<file path="config.mk">
export PLATFORM = sky130hd
export DESIGN_NAME = sync_length_crc16_frame_receiver
export DESIGN_NICKNAME = d
export VERILOG_FILES = /design/src/hdl/slcfr_pkg.sv /design/src/hdl/slcfr_front.sv /design/src/hdl/slcfr_queue.sv /design/src/hdl/slcfr_back.sv /design/src/hdl/sync_length_crc16_frame_receiver.sv
export SDC_FILE = /design/constraint.sdc
export NUM_CORES = 1
export LEC_CHECK = 0
export BUFFER_PORTS_ARGS = -buffer_cell sky130_fd_sc_hd__buf_2
export CAP_MARGIN = 20
export CELL_PAD_IN_SITES_DETAIL_PLACEMENT = 1
export CELL_PAD_IN_SITES_GLOBAL_PLACEMENT = 1
export CORE_MARGIN = 2
export CORE_UTILIZATION = 49
export CTS_CLUSTER_DIAMETER = 80
export DETAILED_ROUTE_END_ITERATION = 6
export PLACE_DENSITY_LB_ADDON = 0.1
export SYNTH_ARGS = -nofsm -noshare
export SYNTH_HDL_FRONTEND = slang
export SYNTH_SLANG_ARGS = --single-unit
</file>
<file path="constraint.sdc">
create_clock -name clk -period 4.2 [get_ports clk]
set_input_delay 0.21 -clock clk [delete_from_list [all_inputs] [get_ports clk]]
set_output_delay 0.21 -clock clk [all_outputs]
set_load 0.01 [all_outputs]
</file>
<file path="src/hdl/slcfr_pkg.sv">
// ----------------------------------------------------------------------------
// slcfr_pkg
// Types, constants and the CRC-16/MODBUS byte step shared by the frame
// receiver modules.
// ----------------------------------------------------------------------------
package slcfr_pkg;

  localparam logic [7:0]  SYNC1_BYTE  = 8'h55;
  localparam logic [7:0]  SYNC2_BYTE  = 8'hAA;
  localparam logic [15:0] CRC_INIT    = 16'hFFFF;
  localparam logic [15:0] CRC_POLY    = 16'hA001;
  localparam logic [15:0] LEN_SAT     = 16'hFFFF;
  localparam logic [15:0] MAX_LEN_RST = 16'd4096;

  // register index of max_payload_length
  localparam logic        REG_MAX_LEN = 1'b0;

  // result kinds
  localparam logic [1:0] KIND_DATA = 2'd0;
  localparam logic [1:0] KIND_GOOD = 2'd1;
  localparam logic [1:0] KIND_BAD  = 2'd2;
  localparam logic [1:0] KIND_LONG = 2'd3;

  // work codes handed from the parser to the result stage
  localparam logic [1:0] OP_DATA  = 2'd0;
  localparam logic [1:0] OP_CHECK = 2'd1;
  localparam logic [1:0] OP_LONG  = 2'd2;

  typedef struct packed {
    logic [1:0]  op;
    logic        first;    // first CRC op of frame: start from CRC_INIT
    logic [7:0]  data;     // payload byte, or CRC high byte for a check
    logic [7:0]  crc_lo;   // CRC low byte for a check
    logic [7:0]  cmd;
    logic [15:0] len;
  } op_t;

  function automatic logic [15:0] crc_feed(input logic [15:0] crc, input logic [7:0] b);
    logic [15:0] c;
    c = crc ^ {8'h00, b};
    for (int k = 0; k < 8; k++) begin
      if (c[0]) begin
        c = (c >> 1) ^ CRC_POLY;
      end else begin
        c = c >> 1;
      end
    end
    return c;
  endfunction

endpackage

</file>
<file path="src/hdl/slcfr_front.sv">
// ----------------------------------------------------------------------------
// slcfr_front
// Byte parser: sync hunt, header, length check and CRC byte capture. Every
// byte that leads to a result is pushed as one op into the queue.
// ----------------------------------------------------------------------------
module slcfr_front (
  input  logic               clk,
  input  logic               rst_n,
  input  logic               in_valid,
  output logic               in_ready,
  input  logic [7:0]         in_rx_byte,
  input  logic [15:0]        max_len,
  input  logic               q_full,
  output logic               push,
  output slcfr_pkg::op_t     push_op
);

  localparam logic [2:0] PH_SYNC1 = 3'd0;
  localparam logic [2:0] PH_SYNC2 = 3'd1;
  localparam logic [2:0] PH_CMD   = 3'd2;
  localparam logic [2:0] PH_RSVD  = 3'd3;
  localparam logic [2:0] PH_LEN   = 3'd4;
  localparam logic [2:0] PH_DATA  = 3'd5;
  localparam logic [2:0] PH_CRCLO = 3'd6;
  localparam logic [2:0] PH_CRCHI = 3'd7;

  logic [2:0]  phase_r,   phase_nxt;
  logic [1:0]  hcnt_r,    hcnt_nxt;
  logic [7:0]  cmd_r,     cmd_nxt;
  logic [23:0] len_r,     len_nxt;     // first three length bytes
  logic [15:0] flen_r,    flen_nxt;    // accepted frame length
  logic [15:0] remain_r,  remain_nxt;
  logic        first_r,   first_nxt;
  logic [7:0]  crclo_r,   crclo_nxt;

  logic        take;
  logic [31:0] len_full;
  logic        too_long;

  assign in_ready = !q_full;
  assign take     = in_valid && in_ready;
  assign len_full = {in_rx_byte, len_r};
  assign too_long = (len_full[31:16] != 16'd0) || (len_full[15:0] > max_len);

  always_comb begin
    phase_nxt  = phase_r;
    hcnt_nxt   = hcnt_r;
    cmd_nxt    = cmd_r;
    len_nxt    = len_r;
    flen_nxt   = flen_r;
    remain_nxt = remain_r;
    first_nxt  = first_r;
    crclo_nxt  = crclo_r;
    push       = 1'b0;
    push_op    = '0;
    push_op.first = first_r;
    push_op.cmd   = cmd_r;
    push_op.len   = flen_r;
    push_op.data  = in_rx_byte;
    push_op.crc_lo = crclo_r;
    if (take) begin
      unique case (phase_r)
        PH_SYNC1: begin
          if (in_rx_byte == slcfr_pkg::SYNC1_BYTE) phase_nxt = PH_SYNC2;
        end
        PH_SYNC2: begin
          if (in_rx_byte == slcfr_pkg::SYNC2_BYTE) begin
            phase_nxt = PH_CMD;
          end else if (in_rx_byte != slcfr_pkg::SYNC1_BYTE) begin
            phase_nxt = PH_SYNC1;
          end
        end
        PH_CMD: begin
          cmd_nxt   = in_rx_byte;
          phase_nxt = PH_RSVD;
        end
        PH_RSVD: begin
          hcnt_nxt  = 2'd0;
          len_nxt   = '0;
          phase_nxt = PH_LEN;
        end
        PH_LEN: begin
          if (hcnt_r != 2'd3) begin
            len_nxt[{hcnt_r, 3'b000} +: 8] = in_rx_byte;
            hcnt_nxt = hcnt_r + 2'd1;
          end else begin
            hcnt_nxt = 2'd0;
            if (too_long) begin
              phase_nxt   = PH_SYNC1;
              push        = 1'b1;
              push_op.op  = slcfr_pkg::OP_LONG;
              push_op.len = (len_full[31:16] != 16'd0) ? slcfr_pkg::LEN_SAT
                                                       : len_full[15:0];
            end else begin
              flen_nxt   = len_full[15:0];
              remain_nxt = len_full[15:0];
              first_nxt  = 1'b1;
              phase_nxt  = (len_full[15:0] != 16'd0) ? PH_DATA : PH_CRCLO;
            end
          end
        end
        PH_DATA: begin
          push       = 1'b1;
          push_op.op = slcfr_pkg::OP_DATA;
          first_nxt  = 1'b0;
          remain_nxt = remain_r - 16'd1;
          if (remain_r == 16'd1) phase_nxt = PH_CRCLO;
        end
        PH_CRCLO: begin
          crclo_nxt = in_rx_byte;
          phase_nxt = PH_CRCHI;
        end
        PH_CRCHI: begin
          push       = 1'b1;
          push_op.op = slcfr_pkg::OP_CHECK;
          phase_nxt  = PH_SYNC1;
        end
        default: phase_nxt = PH_SYNC1;
      endcase
    end
  end

  always_ff @(posedge clk) begin
    if (!rst_n) begin
      phase_r  <= PH_SYNC1;
      hcnt_r   <= 2'd0;
      cmd_r    <= 8'd0;
      len_r    <= '0;
      flen_r   <= 16'd0;
      remain_r <= 16'd0;
      first_r  <= 1'b0;
      crclo_r  <= 8'd0;
    end else begin
      phase_r  <= phase_nxt;
      hcnt_r   <= hcnt_nxt;
      cmd_r    <= cmd_nxt;
      len_r    <= len_nxt;
      flen_r   <= flen_nxt;
      remain_r <= remain_nxt;
      first_r  <= first_nxt;
      crclo_r  <= crclo_nxt;
    end
  end

endmodule

</file>
<file path="src/hdl/slcfr_queue.sv">
// ----------------------------------------------------------------------------
// slcfr_queue
// Short FIFO of parser ops between the front and the result stage.
// ----------------------------------------------------------------------------
module slcfr_queue #(
  parameter int DEPTH = 4
) (
  input  logic           clk,
  input  logic           rst_n,
  input  logic           push,
  input  slcfr_pkg::op_t push_op,
  output logic           full,
  input  logic           pop,
  output logic           head_valid,
  output slcfr_pkg::op_t head_op
);

  localparam int PW = (DEPTH > 1) ? $clog2(DEPTH) : 1;
  localparam int CW = $clog2(DEPTH + 1);
  localparam logic [PW-1:0] LAST  = PW'(DEPTH - 1);
  localparam logic [CW-1:0] DEPTH_C = CW'(DEPTH);

  slcfr_pkg::op_t mem_r [DEPTH];
  logic [PW-1:0] wptr_r, wptr_nxt;
  logic [PW-1:0] rptr_r, rptr_nxt;
  logic [CW-1:0] cnt_r,  cnt_nxt;
  logic          do_pop;

  assign full       = (cnt_r == DEPTH_C);
  assign head_valid = (cnt_r != '0);
  assign head_op    = mem_r[rptr_r];
  assign do_pop     = pop && head_valid;

  always_comb begin
    wptr_nxt = wptr_r;
    rptr_nxt = rptr_r;
    cnt_nxt  = cnt_r;
    if (push) wptr_nxt = (wptr_r == LAST) ? '0 : wptr_r + PW'(1);
    if (do_pop) rptr_nxt = (rptr_r == LAST) ? '0 : rptr_r + PW'(1);
    if (push && !do_pop) cnt_nxt = cnt_r + CW'(1);
    else if (!push && do_pop) cnt_nxt = cnt_r - CW'(1);
  end

  always_ff @(posedge clk) begin
    if (!rst_n) begin
      wptr_r <= '0;
      rptr_r <= '0;
      cnt_r  <= '0;
    end else begin
      wptr_r <= wptr_nxt;
      rptr_r <= rptr_nxt;
      cnt_r  <= cnt_nxt;
    end
  end

  always_ff @(posedge clk) begin
    if (push) mem_r[wptr_r] <= push_op;
  end

endmodule

</file>
<file path="src/hdl/slcfr_back.sv">
// ----------------------------------------------------------------------------
// slcfr_back
// Result stage: runs the payload CRC, checks the received CRC and drives
// the output register.
// ----------------------------------------------------------------------------
module slcfr_back (
  input  logic           clk,
  input  logic           rst_n,
  input  logic           head_valid,
  input  slcfr_pkg::op_t head_op,
  output logic           pop,
  output logic           out_valid,
  input  logic           out_ready,
  output logic [1:0]     out_result_kind,
  output logic [7:0]     out_payload_byte,
  output logic [7:0]     out_frame_command,
  output logic [15:0]    out_frame_length,
  output logic           out_end_of_frame
);

  logic        valid_r;
  logic [15:0] crc_r, crc_nxt;
  logic [15:0] crc_base;
  logic [1:0]  kind_r, kind_nxt;
  logic [7:0]  byte_r, byte_nxt;
  logic [7:0]  cmd_r;
  logic [15:0] len_r;
  logic        eof_r, eof_nxt;

  assign pop      = head_valid && (!valid_r || out_ready);
  assign crc_base = head_op.first ? slcfr_pkg::CRC_INIT : crc_r;

  always_comb begin
    crc_nxt  = crc_r;
    kind_nxt = slcfr_pkg::KIND_DATA;
    byte_nxt = 8'd0;
    eof_nxt  = 1'b1;
    case (head_op.op)
      slcfr_pkg::OP_DATA: begin
        crc_nxt  = slcfr_pkg::crc_feed(crc_base, head_op.data);
        byte_nxt = head_op.data;
        eof_nxt  = 1'b0;
      end
      slcfr_pkg::OP_CHECK: begin
        kind_nxt = ({head_op.data, head_op.crc_lo} == crc_base) ? slcfr_pkg::KIND_GOOD
                                                                : slcfr_pkg::KIND_BAD;
      end
      default: kind_nxt = slcfr_pkg::KIND_LONG;
    endcase
  end

  always_ff @(posedge clk) begin
    if (!rst_n) begin
      valid_r <= 1'b0;
      crc_r   <= slcfr_pkg::CRC_INIT;
    end else begin
      if (pop) begin
        valid_r <= 1'b1;
        crc_r   <= crc_nxt;
      end else if (out_ready) begin
        valid_r <= 1'b0;
      end
    end
  end

  always_ff @(posedge clk) begin
    if (pop) begin
      kind_r <= kind_nxt;
      byte_r <= byte_nxt;
      cmd_r  <= head_op.cmd;
      len_r  <= head_op.len;
      eof_r  <= eof_nxt;
    end
  end

  assign out_valid         = valid_r;
  assign out_result_kind   = kind_r;
  assign out_payload_byte  = byte_r;
  assign out_frame_command = cmd_r;
  assign out_frame_length  = len_r;
  assign out_end_of_frame  = eof_r;

endmodule

</file>
<file path="src/hdl/sync_length_crc16_frame_receiver.sv">
// ----------------------------------------------------------------------------
// sync_length_crc16_frame_receiver
// Sync/length framed byte stream receiver with CRC-16/MODBUS payload check.
// ----------------------------------------------------------------------------
//  channel  dir  handshake             payload
//  in_      in   in_valid/in_ready     in_rx_byte[7:0]
//  out_     out  out_valid/out_ready   result_kind, payload_byte, frame_command,
//                                      frame_length, end_of_frame
//  cfg_     in   APB psel/penable      paddr[2:0], 32-bit data, pready tied high
//
//  One byte per cycle while the FIFO is not full; the parser places each
//  result-bearing byte in a QUEUE_DEPTH-entry FIFO and the result stage runs
//  the CRC byte step. A result passes through the FIFO and the output register.
//  rst_n is synchronous; no clearing pass is needed after reset.
//  A stalled output backs up through the FIFO; in_ready drops only when full.
// ----------------------------------------------------------------------------
module sync_length_crc16_frame_receiver #(
  parameter int QUEUE_DEPTH = 4
) (
  input  logic        clk,
  input  logic        rst_n,
  input  logic        in_valid,
  output logic        in_ready,
  input  logic [7:0]  in_rx_byte,
  output logic        out_valid,
  input  logic        out_ready,
  output logic [1:0]  out_result_kind,
  output logic [7:0]  out_payload_byte,
  output logic [7:0]  out_frame_command,
  output logic [15:0] out_frame_length,
  output logic        out_end_of_frame,
  input  logic        cfg_psel,
  input  logic        cfg_penable,
  input  logic        cfg_pwrite,
  input  logic [2:0]  cfg_paddr,
  input  logic [31:0] cfg_pwdata,
  output logic [31:0] cfg_prdata,
  output logic        cfg_pready
);

  logic [15:0]    max_len_r;
  logic           q_full;
  logic           push;
  slcfr_pkg::op_t push_op;
  logic           pop;
  logic           head_valid;
  slcfr_pkg::op_t head_op;

  // configuration register
  assign cfg_pready = 1'b1;

  always_ff @(posedge clk) begin
    if (!rst_n) begin
      max_len_r <= slcfr_pkg::MAX_LEN_RST;
    end else if (cfg_psel && cfg_penable && cfg_pwrite &&
                 cfg_paddr[2] == slcfr_pkg::REG_MAX_LEN) begin
      max_len_r <= cfg_pwdata[15:0];
    end
  end

  assign cfg_prdata = (cfg_paddr[2] == slcfr_pkg::REG_MAX_LEN) ? {16'd0, max_len_r}
                                                               : 32'd0;

  slcfr_front u_front (
    .clk        (clk),
    .rst_n      (rst_n),
    .in_valid   (in_valid),
    .in_ready   (in_ready),
    .in_rx_byte (in_rx_byte),
    .max_len    (max_len_r),
    .q_full     (q_full),
    .push       (push),
    .push_op    (push_op)
  );

  slcfr_queue #(
    .DEPTH (QUEUE_DEPTH)
  ) u_queue (
    .clk        (clk),
    .rst_n      (rst_n),
    .push       (push),
    .push_op    (push_op),
    .full       (q_full),
    .pop        (pop),
    .head_valid (head_valid),
    .head_op    (head_op)
  );

  slcfr_back u_back (
    .clk               (clk),
    .rst_n             (rst_n),
    .head_valid        (head_valid),
    .head_op           (head_op),
    .pop               (pop),
    .out_valid         (out_valid),
    .out_ready         (out_ready),
    .out_result_kind   (out_result_kind),
    .out_payload_byte  (out_payload_byte),
    .out_frame_command (out_frame_command),
    .out_frame_length  (out_frame_length),
    .out_end_of_frame  (out_end_of_frame)
  );

endmodule

</file>
==> After elaboration in Yosys (flattened, before gate mapping) <==
Memory sizes are Yosys's and may differ from the RTL's. A register that Yosys moved wholly into a read port is not among the register bits.
Index checks and enable logic that the tools add are counted.
{ "totals": {"reg_bits": 153, "ramBits": 172, "in_bits": 50, "output_inout_bits": 70, "wordCells": 159, "memories": 1} }
{ "mem_list": {"columns": ["name", "words", "width", "read_ports", "rd_clocked_by_memory_dff", "write_ports", "line_no", "text"], "rows": [
  ["u_queue.mem_r", 4, 43, 1, 1, 1, "slcfr_queue.sv:23", "slcfr_pkg::op_t mem_r [DEPTH];"]
]} }
{ "op_classes": {"n_addsub": 7, "order_cmp": 1, "eq_ne": 23, "shift": 2, "n_mux": 62, "n_bitwise": 12, "reduce_logical": 32} }
{ "ops": {"columns": ["operator", "n"], "rows": [
  ["16-bit two-way mux", 24],
  ["24-bit one-hot mux with 2 select lines", 1],
  ["16-bit one-hot mux with 2 select lines", 1],
  ["16-bit nonzero test", 2],
  ["24-bit bitwise mux", 1],
  ["24-bit two-way mux", 1],
  ["3-bit two-way mux", 8],
  ["2-bit NOT with 3-bit output", 8],
  ["3-bit one-hot mux with 8 select lines", 1],
  ["8-bit by 7-bit variable shift with 24-bit output, first input constant", 1],
  ["8-bit by 7-bit indexed part select with 24-bit output", 1],
  ["2-bit two-way mux", 10],
  ["16-bit by 1-bit equality test with 1-bit output, second input constant", 1],
  ["16-bit equality test", 1],
  ["16-bit greater-than comparator", 1],
  ["16-bit by 1-bit subtractor with 16-bit output, second input constant", 1],
  ["16-bit by 8-bit bitwise XOR with 16-bit output", 1],
  ["3-bit equality test, second input constant", 5],
  ["2-bit one-hot mux with 2 select lines", 3],
  ["1-bit two-way mux", 10],
  ["8-bit by 7-bit equality test with 1-bit output, second input constant", 1],
  ["8-bit equality test, second input constant", 1],
  ["1-bit logical AND", 8],
  ["8-bit by 7-bit != test with 1-bit output, second input constant", 1],
  ["24 further kinds", 46]
]} }

==> Depth between registers and ports, before layout <==
{ "depth": {"depth_word": 25, "depth_mapped": 16} }

==> By module <==
A second synthesis with hierarchy kept.
{ "hier_totals": {"cells_unflattened": 1168, "area_unflattened_um2": 14665.3} }
{ "by_module_without_submodules": {"columns": ["mod", "n_inst", "cells_per_inst", "area_per_inst_um2", "seq_area_each_um2"], "rows": [
  ["slcfr_queue", 1, 271, 6718.9, 5345.1],
  ["slcfr_front", 1, 562, 4541.9, 1561.5],
  ["slcfr_back", 1, 229, 2492.4, 1391.3],
  ["sync_length_crc16_frame_receiver", 1, 106, 912.1, 320.3]
]} }

==> Worst setup path before layout <==
Ideal clock, no wire load.
{ "synth_path": {"path_type": "register to register", "startpoint": "register max_len_r[1]", "endpoint": "memory u_queue.mem_r[0][0] in the netlist's numbering (enable)", "setup_time_ns": 0.405, "t_arrival_ns": 2.776, "slack_ns": 1.019, "path_stages_with_launch": 12, "n_path_buf": 1, "period_less_slack_ns": 3.181, "path_cell_list": "dfxtp_1 -> inv_1 -> ha_1 -> nor2b_1 -> o211ai_1 -> a21oi_1 -> o31ai_1 -> a41o_1 -> a21o_1 -> clkbuf_1 -> nand2_1 -> and2_1"} }
{ "synth_between": {"elab_chain_len": 8} }
{ "synth_lines": {"columns": ["item", "line_no", "text"], "rows": [
  ["from (decl)", "sync_length_crc16_frame_receiver.sv:41", "logic [15:0] max_len_r;"],
  ["from (signal assigned)", "sync_length_crc16_frame_receiver.sv:54", "max_len_r <= slcfr_pkg::MAX_LEN_RST;"],
  ["from (signal assigned)", "sync_length_crc16_frame_receiver.sv:57", "max_len_r <= cfg_pwdata[15:0];"],
  ["16-bit greater-than comparator", "slcfr_front.sv:43", "assign too_long = (len_full[31:16] != 16'd0) || (len_full[15:0] > max_len);"],
  ["1-bit logical OR", "slcfr_front.sv:43", null],
  ["1-bit two-way mux", "slcfr_front.sv:88", "if (too_long) begin"],
  ["1-bit two-way mux", "slcfr_front.sv:83", "if (hcnt_r != 2'd3) begin"],
  ["1-bit one-hot mux with 2 select lines", "slcfr_front.sv:62", "unique case (phase_r)"],
  ["1-bit two-way mux", "slcfr_front.sv:61", "if (take) begin"],
  ["net push", "sync_length_crc16_frame_receiver.sv:43", "logic push;"],
  ["1-bit two-way mux", "slcfr_queue.sv:57", "if (push) mem_r[wptr_r] <= push_op;"],
  ["1-bit two-way mux (implied by the code)", "slcfr_queue.sv:57", null],
  ["to (decl)", "slcfr_queue.sv:23", null]
]} }
The timed path passes the listed nets, and every way through them passes these cells.

==> Worst setup path in the final report <==
{ "layout_path": {"startpoint": "register u_front.len_r[5]", "endpoint": "register u_queue.cnt_r[2]"} }
{ "layout_between": {"elab_chain_len": 9} }
{ "layout_lines": {"columns": ["item", "line_no", "text"], "rows": [
  ["from (decl)", "slcfr_front.sv:30", "logic [23:0] len_r, len_nxt;"],
  ["from (signal assigned)", "slcfr_front.sv:137", "len_r <= len_nxt;"],
  ["16-bit greater-than comparator *", "slcfr_front.sv:43", null],
  ["1-bit logical OR *", "slcfr_front.sv:43", null],
  ["1-bit two-way mux *", "slcfr_front.sv:88", null],
  ["1-bit two-way mux *", "slcfr_front.sv:83", null],
  ["1-bit one-hot mux with 2 select lines *", "slcfr_front.sv:62", null],
  ["1-bit two-way mux *", "slcfr_front.sv:61", null],
  ["net push", "sync_length_crc16_frame_receiver.sv:43", null],
  ["1-bit zero test", "slcfr_queue.sv:41", "else if (!push && do_pop) cnt_nxt = cnt_r - CW'(1);"],
  ["1-bit logical AND", "slcfr_queue.sv:41", null],
  ["2-bit nonzero test (no line)", null, null],
  ["to (signal assigned)", "slcfr_queue.sv:52", "cnt_r <= cnt_nxt;"],
  ["to (decl)", "slcfr_queue.sv:26", "logic [CW-1:0] cnt_r, cnt_nxt;"]
]} }
The timed path passes the listed nets; every way through them passes the cells marked *.
A chain may end at the register's enable or synchronous reset.

==> reports/qor.csv <==
stage;metric;value;unit
timing;tns;0;ns
floorplanning;core-area;28500;um^2
worst_setup_path;cp.buffers_inverters;1;
clock_tree;clk_path_buf_depth;3;
worst_setup_path;timing.rr.start;u_front.len_r[5];
logic_synthesis;synthCells;1129;
worst_setup_path;slowest_stage;dfxtp_1;
global_route;grt_pass1_vias;9630;
timing;finalCriticalPeriod;3.42;ns
clock_tree;cts-root-buf;clkbuf_16;
power_and_ir_drop;leakage;6.06;nW
timing;finalCritPeriodShare;81.3;%
global_route;grtUsageTotal;22.7;%
clock_tree;clock_latency;0.52;ns
clock_tree;clkSinkCount;327;
logic_synthesis;yosys-top-cells-area;edfxtp_1, dfxtp_1, mux4_2, nor2_1, nand2_1;
worst_setup_path;reg2reg_to;u_queue.cnt_r[2];
timing;finalMaxSlewViolations;0;
floorplanning;chipWidth;174;um
timing;fin_skew;0.0165;ns
timing;slew_headroom;38.0;%
clock_tree;postCtsSetupBuffers;0;
logic_synthesis;yosys-top-cells-count;edfxtp_1, nor2_1, dfxtp_1;
logic_synthesis;yosysSeqAreaShare;61.0;%
layout;ff_latch_area;8620;um^2
drt;viasPerCell;5.57;
hold_path;hold_path.class;in -> reg;
placement;io_buffers;84;
clock_tree;htree_levels;2;
floorplanning;num_rows;62;
logic_synthesis;async_reset_ff_share;0;%
power_and_ir_drop;power_density;559;nW/um^2
drt;wl_per_cell;20.5;um
hold_path;worstHoldEndpoint;u_front.len_r[0];
placement;gp_routability_congestion;0.787;
floorplanning;ioPinCount;120;
hold_path;hp-start;in_rx_byte[0];
global_route;grt_pass1_wl;53.7;mm
timing;whs;0.0770;ns
timing;worstMarginPinSlew;0.923;ns
worst_setup_path;cp-start-kind;register;
timing;max_freq;293;MHz
layout;n_antenna_cell;0;
worst_setup_path;crit_type;reg -> reg;
logic_synthesis;ys_seq_elements;327;
worst_setup_path;r2r_cells;14;
clock_tree;cts_tree;done;
layout;syn2layout_area_growth;15.9;%
worst_setup_path;crit_fanout;6;
logic_synthesis;yosys_warnings;0;
logic_synthesis;synthFlopType;edfxtp_1;
flow_run;max_cap_violations;0;
logic_synthesis;synth-edff-count;207;
drt;wirelength;33.9;mm
logic_synthesis;synth_area_leader_cell;edfxtp_1;
layout;finalNetCount;1318;
hold_path;hold_depth;3;
global_route;overflow;0;
timing;setup_viol;0;
clock_tree;cts-buffers-inserted;37;
global_route;antenna_found_initial;0;
worst_setup_path;reg2reg_slack;0.78;ns
drt;first_pass_iters;5;
timing;hold_violations;0;
drt;num_vias;9204;
layout;drive_gt1_share;19.6;%
logic_synthesis;syn_area;14100;um^2
logic_synthesis;synth.most_common_cell;edfxtp_1;
logic_synthesis;synth.distinct_cells;66;
logic_synthesis;postSynthAreaPerCell;12.5;um^2
worst_setup_path;crit_family;compound AO/OA/AOI/OAI gates;
layout;fillers;2914;
worst_setup_path;cp-startpoint;u_front.len_r[5];
placement;hpwl;21.6;mm
layout;multiInputGateArea;5080;um^2
worst_setup_path;cp.arrival;3.85;ns
drt;drcViolationCount;0;
run_status;status;complete, no violations;
timing;rsz0062_at_grt;no;
drt;drt_iter0_markers;571;
logic_synthesis;synth_top_area_share;44.0;%
worst_setup_path;critPathMaxStageDelay;0.49;ns
clock_tree;cts.clk_slew.worst_paths;0.06;ns
worst_setup_path;crit_chain;ha_1 > a21o_1 > a21oi_1 > nor2b_1 > o31ai_1 > a41o_1 > a21o_1 > nand2_1 > ha_1 > inv_1 > fa_1 > xor2_1 > or3_1 > a21oi_1;
floorplanning;die_y;174;um
drt;antenna_left;0;
floorplanning;die-area;30200;um^2
power_and_ir_drop;peakVddDrop;0.271;mV
floorplanning;initial_core_util;49.5;%
worst_setup_path;cp.required;4.63;ns
worst_setup_path;end_kind;register;
global_route;grt_start_max_net_pins;49;
registers in the layout (all words and copies together), names as in the netlist, named ones only:
register and flops:
u_back.out_frame_command 8, u_front.crclo_r 8, u_back.out_result_kind 2, u_back.out_valid 1, u_queue.mem_r 172, u_queue.wptr_r 2, u_back.crc_r 16, u_front.phase_r 3
max_len_r 16, u_front.flen_r 16, u_front.remain_r 16, u_back.out_payload_byte 8, u_front.len_r 24, u_front.hcnt_r 2, u_back.out_frame_length 16, u_queue.cnt_r 3
u_queue.rptr_r 2, u_front.cmd_r 8, u_back.out_end_of_frame 1, u_front.first_r 1
cells in the final DEF, fill, tap and decap left out, types with 9 or more instances in the layout:
| cell | instances |
|---|---|
| edfxtp_1 | 207 |
| nor2_1 | 122 |
| nand2_1 | 119 |
| dfxtp_1 | 118 |
| buf_2 | 84 |
| a21oi_1 | 73 |
| mux2i_1 | 40 |
| mux4_2 | 39 |
| clkbuf_16 | 39 |
| inv_1 | 31 |
| nand3_1 | 31 |
| o21ai_0 | 30 |
| ha_1 | 28 |
| xnor2_1 | 24 |
| nor3_1 | 21 |
| buf_4 | 20 |
| conb_1 | 17 |
| dlygate4sd3_1 | 17 |
| o211ai_1 | 16 |
| a31oi_1 | 14 |
| nor4_1 | 13 |
| nand4_1 | 11 |
| and2_1 | 10 |
| a22oi_1 | 10 |
| o221a_2 | 9 |
| clkinv_2 | 9 |
how the worst max path moves through the flow:
stage                                to  slack [ns]  depth (start not counted)
CTS                    u_queue.cnt_r[2]        0.81                         14
finish                 u_queue.cnt_r[2]        0.78                         14
global placement       u_queue.cnt_r[2]        0.94                         14
floorplan           u_queue.mem_r[0][0]        1.02                         11
detailed placement     u_queue.cnt_r[2]        0.86                         14
global route           u_queue.cnt_r[2]        0.52                         14
metrics by stage:
stage                     cell area (um^2)  cells  power (W)  utilization, %  setup WS [ns]
after floorplan                      14200   1144    0.00542               -           1.02
after global placement               15000   1567    0.00592            52.4          0.938
after detailed placement             15000   1567    0.00597            52.4          0.861
after CTS                            16400   1652    0.00926            57.4          0.812
after global routing                 16400   1652    0.00955            57.4          0.517
final                                16400   1652    0.00915            57.4          0.784
final cells by class:
| cell class | instances | area share, % |
|---|---|---|
| flip-flops and latches | 327 | 52.7 |
| multi-input cells | 714 | 31.0 |
| clock buffers | 46 | 6.37 |
| repair buffers | 125 | 5.01 |
| well taps | 384 | 2.93 |
| clock inverters | 22 | 1.23 |
| inverters | 34 | 0.779 |
report_power, final:
part	internal [W]	leakage, nW	switching (W)
combinational	0.000939	2.48	0.00106
clock	0.00195	0.605	0.00130
sequential	0.00373	2.98	0.000153
total	0.00663	6.06	0.00252
cells by family after synthesis:
group / Yosys count / share of synthesized area, %
other: 2 / 0.0532
XOR/XNOR: 37 / 3.06
AND/OR/NAND/NOR: 366 / 11.7
flip-flops: 327 / 61.0
buffers and inverters: 103 / 3.52
multiplexers: 90 / 10.4
adder cells (fa/ha/maj): 29 / 2.62
AO/OA/AOI/OAI: 175 / 7.70
what timing repair did:
action / CTS / global route
hold buffers: 17 / 0
resized for setup: 0 / 0
endpoints found under the setup margin: 0 / 0
endpoints found under the hold margin: 17 / 0
layer usage:
layer / track usage, % / vias up / wire [um]
li1: - / 4352 / -
met1: 30.0 / 4587 / 15000
met2: 38.6 / 207 / 16700
met3: 3.42 / 58 / 1380
met4: 7.07 / 0 / 841
met5: 0 / - / 0
tightest hold or removal path, stage by stage:
cell	delay [ns]
buf_2	0.18
nand3_1	0.09
a21oi_1	0.06
(Power assumes the default switching activity.)
